===== src/rtl/core/lzbd_pkg.sv =====
package lzbd_pkg;

  localparam int unsigned      HISTORY_DEPTH_DEF = 4096;
  localparam logic [15:0]      MAX_OUTPUT_DEF    = 16'hC800;

  localparam int               BYTE_W      = 8;
  localparam int               CNT_W       = 16;
  localparam int               LEN_W       = 5;
  localparam int               OFF_W       = 12;
  localparam int               STATUS_W    = 2;
  localparam int               OUT_TDATA_W = 32;

  localparam logic [LEN_W-1:0] LEN_BIAS       = 5'd3;
  localparam logic [3:0]       FLAGS_PER_CTRL = 4'd8;
  localparam logic [CNT_W-1:0] HDR_BIAS       = 16'd2;

  localparam logic [STATUS_W-1:0] ST_OK       = 2'd0;
  localparam logic [STATUS_W-1:0] ST_MISMATCH = 2'd1;
  localparam logic [STATUS_W-1:0] ST_OVERFLOW = 2'd2;

  typedef enum logic [4:0] {
    PH_HDR_LO     = 5'b00001,
    PH_HDR_HI     = 5'b00010,
    PH_CONTROL    = 5'b00100,
    PH_ITEM       = 5'b01000,
    PH_REF_SECOND = 5'b10000
  } phase_t;

  typedef enum logic [1:0] {
    S_IDLE = 2'b01,
    S_COPY = 2'b10
  } ctrl_state_t;

  typedef struct packed {
    logic accept;      // input transfer this cycle, decode and maybe issue first byte
    logic copy_issue;  // issue the next byte of a running copy
  } lzbd_cmd_t;

  typedef struct packed {
    logic stage_free;  // read stage empty or moving on this cycle
    logic dec_multi;   // current input yields two or more bytes
    logic rem_last;    // running copy has one byte left
  } lzbd_sts_t;

endpackage


===== src/rtl/core/lzbd_ctrl.sv =====
module lzbd_ctrl (
  input  logic                clk,
  input  logic                rst_n,
  input  logic                in_tvalid,
  output logic                in_tready,
  input  lzbd_pkg::lzbd_sts_t sts,
  output lzbd_pkg::lzbd_cmd_t cmd
);
  import lzbd_pkg::*;

  ctrl_state_t state_r, state_nxt;

  always_comb begin
    state_nxt = state_r;
    in_tready = 1'b0;
    cmd       = '0;
    unique case (state_r)
      S_IDLE: begin
        in_tready  = sts.stage_free;
        cmd.accept = in_tvalid && sts.stage_free;
        if (cmd.accept && sts.dec_multi) begin
          state_nxt = S_COPY;
        end
      end
      S_COPY: begin
        cmd.copy_issue = sts.stage_free;
        if (sts.stage_free && sts.rem_last) begin
          state_nxt = S_IDLE;
        end
      end
      default: state_nxt = S_IDLE;
    endcase
  end

  always_ff @(posedge clk) begin
    if (!rst_n) begin
      state_r <= S_IDLE;
    end else begin
      state_r <= state_nxt;
    end
  end

endmodule


===== config.mk =====
export PLATFORM = sky130hd
export DESIGN_NAME = lzbd_ctrl
export DESIGN_NICKNAME = d
export VERILOG_FILES = /design/src/rtl/core/lzbd_pkg.sv /design/src/rtl/core/lzbd_ctrl.sv
export SDC_FILE = /design/constraint.sdc
export NUM_CORES = 1
export LEC_CHECK = 0
export BUFFER_PORTS_ARGS = -buffer_cell sky130_fd_sc_hd__buf_2
export CORE_AREA = 2 2 39 41
export DETAILED_ROUTE_END_ITERATION = 8
export DIE_AREA = 0 0 41 43
export SYNTH_ARGS = -nofsm -noshare
export SYNTH_HDL_FRONTEND = slang
export SYNTH_SLANG_ARGS = --single-unit

===== constraint.sdc =====
create_clock -name clk -period 2.3 [get_ports clk]
set_input_delay 0.69 -clock clk [delete_from_list [all_inputs] [get_ports clk]]
set_output_delay 0.69 -clock clk [all_outputs]
set_load 0.005 [all_outputs]

# --- Word level (Yosys, flattened, before mapping) ---
# Cells that the tools add are included.
# W data, S select, Z words.
op_classes:
  n_eq_ne: 4
  n_mux: 6
  reduce_logical: 4
op_table:
  columns: ["op", "n"]
  rows:
  - ["$mux W2", 2]
  - ["$ne A2 B2 Y1 const B", 2]
  - ["$pmux W2 S2", 1]
  - ["$logic_and A1 B1 Y1", 3]
  - ["$mux W1", 3]
  - ["$eq A2 B1 Y1 const B", 1]
  - ["$eq A2 B2 Y1 const B", 1]
  - ["$reduce_and A2 Y1", 1]
word_totals:
  output_inout_bits: 3
  elab_cells: 15
  ff_bits: 2

# --- Depth between registers and ports, before layout ---
# Gate-level depths: netlist (run 1).
logic_depth:
  ltp_word: 4
  ltp_mapped: 2
  depth_no_buf: 2

# --- Least setup slack after synthesis (run 1) ---
# Ideal clock, no wire load.
synth_path:
  path_kind: "input to output"
  from: "input port in_tvalid"
  to: "output port cmd[1] (netlist name)"
  t_arrival_ps: 918
  cell_stages: 1
  slack_ps: 692
  required_time_ps: 1610
  cell_sequence: "and4b_4"
synth_via:
  elab_chain_len: 2
synth_lines:
  columns: ["element", "line", "text"]
  rows:
  - ["start: declaration", "lzbd_ctrl.sv:4", "input logic in_tvalid,"]
  - ["$logic_and A1 B1 Y1", "lzbd_ctrl.sv:20", "cmd.accept = in_tvalid && sts.stage_free;"]
  - ["$mux W1", "lzbd_ctrl.sv:17", "unique case (state_r)"]
  - ["end: declaration", "lzbd_ctrl.sv:7", "output lzbd_pkg::lzbd_cmd_t cmd"]
# No other way between the ends.

==> flow_summary.json, run 1 <==
{
  "crit_type": "input pin to output port",
  "status": "complete, no violations",
  "cts_tree": "done",
  "viasPerCell": 3.44,
  "crit_required_ns": 1.61,
  "leakage_nw": 0.0996,
  "core_area_um2": 1380,
  "timing.final.hold_violations": 0,
  "critPathLaunchType": "input pin",
  "firstDrtPassIters": 2,
  "synth_seq_cells": 2,
  "synth_warnings": 0,
  "die_y_um": 43,
  "numCtsBuffers": 3,
  "root_buffer": "clkbuf_4",
  "gp_congestion": 0.418,
  "cts_hold_buf": 0,
  "io-pin-count": 9,
  "regToRegStartpoint": "state_r[1]",
  "dp_cells": 33,
  "timing.final.crit_share": 0.796,
  "power_density_nw_per_um2": 669,
  "cp_cell_sequence": "buf_2 -> and4b_4 -> buf_2",
  "die_w_um": 41,
  "yosysUniqueCellTypes": 6,
  "vias": 124,
  "cts_resized": 0,
  "htreeDepth": 1,
  "postCtsSetupBuffers": 0,
  "clk_pin_slew_ns": 0.03,
  "antenna_found_initial": 0,
  "r2r_end": "state_r[1]",
  "fmax_ghz": 0.546,
  "io_buffers": 8,
  "crit_arrival_ns": 1.14,
  "max_slew_margin": 0.898,
  "cts_buffer_depth": 2,
  "clock_skew_ns": 0.00188,
  "syn2layout_area_growth_pct": 76.7,
  "busiest_layer": "met2",
  "grt_max_degree": 5,
  "syn-num-nets": 15,
  "drc_errors": 0,
  "cp_num_buf_inv": 2,
  "post-route-min-period_ns": 1.83,
  "use_met3": 0.0471,
  "worst_pin_slew_ns": 0.153,
  "cpPeakStageDelay_ns": 0.23,
  "setup_viol": 0,
  "grt_use_met1": 0.0192,
  "grt_util_all_layers": 0.0451,
  "clk_latency_ns": 0.22,
  "startpoint": "sts[2]",
  "fillCellCount": 157,
  "hold_path.class": "flip-flop to flip-flop",
  "netlist_area_um2": 108,
  "design.die.area_um2": 1760,
  "hold_end": "state_r[0]",
  "initialDrtViolationCount": 1,
  "total_power_mw": 0.127,
  "top_register": "state_r",
  "maxCapViolCount": 0,
  "crit_family": "simple AND/OR/NAND/NOR gates",
  "diodes": 0,
  "largest_register_ffs": 2,
  "slew_viol_final": 0,
  "wire_per_inst_um": 8.25,
  "top_regs": "state_r x2",
  "vdd_drop_max_mv": 0.0770,
  "start_util": 0.0778,
  "reg2reg_slack_ns": 1.39,
  "r2r_cells": 2,
  "clock-sinks": 2,
  "critPathMaxFanout": 4,
  "syn_inst": 9,
  "finalWirelength_um": 297,
  "final_cells": 36,
  "row_count": 14,
  "min-delay-start": "state_r[1]",
  "cp_slowest_cell": "and4b_4",
  "endpoint_kind": "output port",
  "rsz0062_at_grt": "false",
  "grt_use_met2": 0.0656,
  "gr-total-overflow": 0,
  "holdPathStages": 2,
  "grt_pass1_vias": 133,
  "ys_seq_area_frac": 0.372,
  "grt_pass1_wl_um": 420,
  "drive_gt1_frac": 0.800,
  "cp_common_cell": "buf_2",
  "avgSynthCellArea_um2": 12.0,
  "tns_ns": 0,
  "ant_nets": 0,
  "nets": 28
}
[layout make-up]
cell class | instances | area, um^2 | share of cell area
multi-input cells | 7 | 67.6 | 0.355
flip-flops and latches | 2 | 40.0 | 0.211
well taps | 16 | 20.0 | 0.105
repair buffers | 8 | 40.0 | 0.211
clock buffers | 3 | 22.5 | 0.118
[layer usage]
layer	vias to the layer above	wire length, um
met5	-	0
met4	0	0
met3	0	61
met2	9	149
met1	54	86
li1	61	-
[stage by stage]
step                      hold WS, ns   util  setup WS (ns)  area, um^2
after floorplan                 0.595      -          0.692         108
after global placement          0.633  0.121          0.474         168
after detailed placement        0.644  0.121          0.463         168
after CTS                       0.652  0.137          0.462         190
after global routing            0.711  0.137          0.439         190
final                           0.645  0.137          0.469         190
[cells in the mapped netlist (all sizes together)]
cell / n / share of area
and4b: 1 / 0.13
dfxtp: 2 / 0.37
a32oi: 1 / 0.081
nand2: 1 / 0.035
a32o: 1 / 0.10
and3b: 3 / 0.28
[worst max path at each step]
stage / slack (ns) / cells past startpoint / end
finish: 0.47 / 3 / cmd[1]
global route: 0.44 / 3 / cmd[1]
CTS: 0.46 / 3 / cmd[1]
detailed placement: 0.46 / 3 / cmd[1]
global placement: 0.47 / 3 / cmd[1]
floorplan: 0.69 / 1 / cmd[1]
[cells in the final DEF (no fill, tap or decap), drive strengths merged]
cell type and count:
a32o 1, a32oi 1, and3b 3, and4b 1, buf 8, clkbuf 3, dfxtp 2, nand2 1
[cells by family after synthesis]
logic type,after synthesis,share of synthesized area
AO/OA/AOI/OAI,2,0.186
flip-flops,2,0.372
AND/OR/NAND/NOR,5,0.442
[power by group]
part / switching [mW] / internal (mW) / total [mW]
sequential: 0.000663 / 0.0360 / 0.0367
clock: 0.0197 / 0.0575 / 0.0772
combinational: 0.00504 / 0.00822 / 0.0133
total: 0.0254 / 0.102 / 0.127
[tightest hold or removal path, cell delays in order (launching register included)]
cell	delay [ns]
dfxtp_1	0.33
and3b_2	0.20
a32oi_1	0.06
Note: power is estimated with default switching activity, not from simulation.
==> run 2: changes to the inputs <==
clock period = 1.7 ns   (was 2.3 ns; I/O delays follow)
==> run 2 against run 1 <==
  * Setup slack lost 0.26 ns
  * Sequential share of layout area is the same
  * Cell area did not move
  * Final cell count is the same
  * Core utilization stayed put
  * First-iteration DRC count rose to 5.0 times the previous value
  * Routed wire length shrank 5.1%
  * Worst hold slack worse by 0.13 ns
  * Non-clock buffer count unchanged
  * Global-route usage fell by 0.71 points
==> flow_summary.json, run 2 (same netlist as run 1, synthesis figures left out) <==
{
  "cts_resized": 0,
  "htreeDepth": 1,
  "core_area_um2": 1380,
  "final_cells": 36,
  "holdPathStages": 2,
  "fmax_ghz": 0.672,
  "crit_arrival_ns": 0.98,
  "drc_errors": 0,
  "leakage_nw": 0.0996,
  "clock_skew_ns": 0.00422,
  "crit_required_ns": 1.19,
  "initialDrtViolationCount": 5,
  "nets": 28,
  "top_register": "state_r",
  "grt_pass1_wl_um": 317,
  "clk_pin_slew_ns": 0.03,
  "cp_num_buf_inv": 1,
  "io_buffers": 8,
  "maxCapViolCount": 0,
  "total_power_mw": 0.172,
  "reg2reg_slack_ns": 0.78,
  "worst_pin_slew_ns": 0.153,
  "timing.final.hold_violations": 0,
  "numCtsBuffers": 3,
  "crit_family": "simple AND/OR/NAND/NOR gates",
  "row_count": 14,
  "antenna_found_initial": 0,
  "endpoint_kind": "output port",
  "clock-sinks": 2,
  "max_slew_margin": 0.898,
  "clk_latency_ns": 0.22,
  "gr-total-overflow": 0,
  "setup_viol": 0,
  "cts_tree": "done",
  "top_regs": "state_r x2",
  "wire_per_inst_um": 7.83,
  "drive_gt1_frac": 0.800,
  "grt_util_all_layers": 0.0381,
  "largest_register_ffs": 2,
  "design.die.area_um2": 1760,
  "rsz0062_at_grt": "false",
  "status": "complete, no violations",
  "cpPeakStageDelay_ns": 0.33,
  "vdd_drop_max_mv": 0.105,
  "slew_viol_final": 0,
  "die_y_um": 43,
  "crit_type": "flip-flop to output port",
  "gp_congestion": 0.418,
  "start_util": 0.0778,
  "critPathMaxFanout": 4,
  "root_buffer": "clkbuf_4",
  "io-pin-count": 9,
  "finalWirelength_um": 282,
  "crit_cells": 2,
  "cp_cell_sequence": "and4b_4 -> buf_2",
  "firstDrtPassIters": 2,
  "vias": 127,
  "tns_ns": 0,
  "viasPerCell": 3.53,
  "cp_slowest_cell": "and4b_4",
  "ant_nets": 0,
  "diodes": 0,
  "timing.final.crit_share": 0.875,
  "post-route-min-period_ns": 1.49,
  "layout_commonest_cell": "buf_2",
  "postCtsSetupBuffers": 0,
  "cts_hold_buf": 0,
  "die_w_um": 41,
  "grt_pass1_vias": 91,
  "cts_buffer_depth": 2,
  "hold_path.class": "input pin to flip-flop",
  "grt_max_degree": 5,
  "final_cell_mix": "buf_2 (8), and3b_2 (3), clkbuf_4 (3), dfxtp_1 (2)",
  "r2r_cells": 2,
  "power_density_nw_per_um2": 904,
  "fin_util": 0.137,
  "dp_cells": 33,
  "syn2layout_area_growth_pct": 76.7,
  "critPathLaunchType": "flip-flop"
}
## run 2: power by group
part	switching, mW	internal, mW
combinational	0.00667	0.0111
clock	0.0266	0.0779
sequential	0.000976	0.0487
## run 2: per-layer routing
layer	global-route usage	wire length [um]
met5	0	0
met4	0.0400	0
met3	0.0785	50
met2	0.0344	117
met1	0.0192	114
## run 2: path summary, 6_finish.rpt
kind,to,from
max,cmd[1],state_r[1]
min,state_r[0],sts[1]
max reg2reg,state_r[1],state_r[1]
min reg2reg,state_r[0],state_r[1]
## run 2: metrics by stage
stage               setup slack [ns]  area [um^2]  hold WS, ns
floorplan                      0.452          108        0.595
global placement               0.233          168        0.635
detailed placement             0.234          168        0.638
CTS                            0.208          190        0.508
global route                   0.185          190        0.504
finish                         0.213          190        0.518
## run 2: area by class of cell
cell class | count | area, um^2
timing repair buffer | 8 | 40.0
tap | 16 | 20.0
clock buffer | 3 | 22.5
multi-input combinational | 7 | 67.6
fill | 160 | 1190
sequential | 2 | 40.0
## run 2: worst register-to-register path, delay by kind of cell (launching register included)
family / cells / cell delay (ns)
and+or+nand+nor: 1 / 0.22
DFF: 1 / 0.34
AOI/OAI and AO/OA: 1 / 0.25
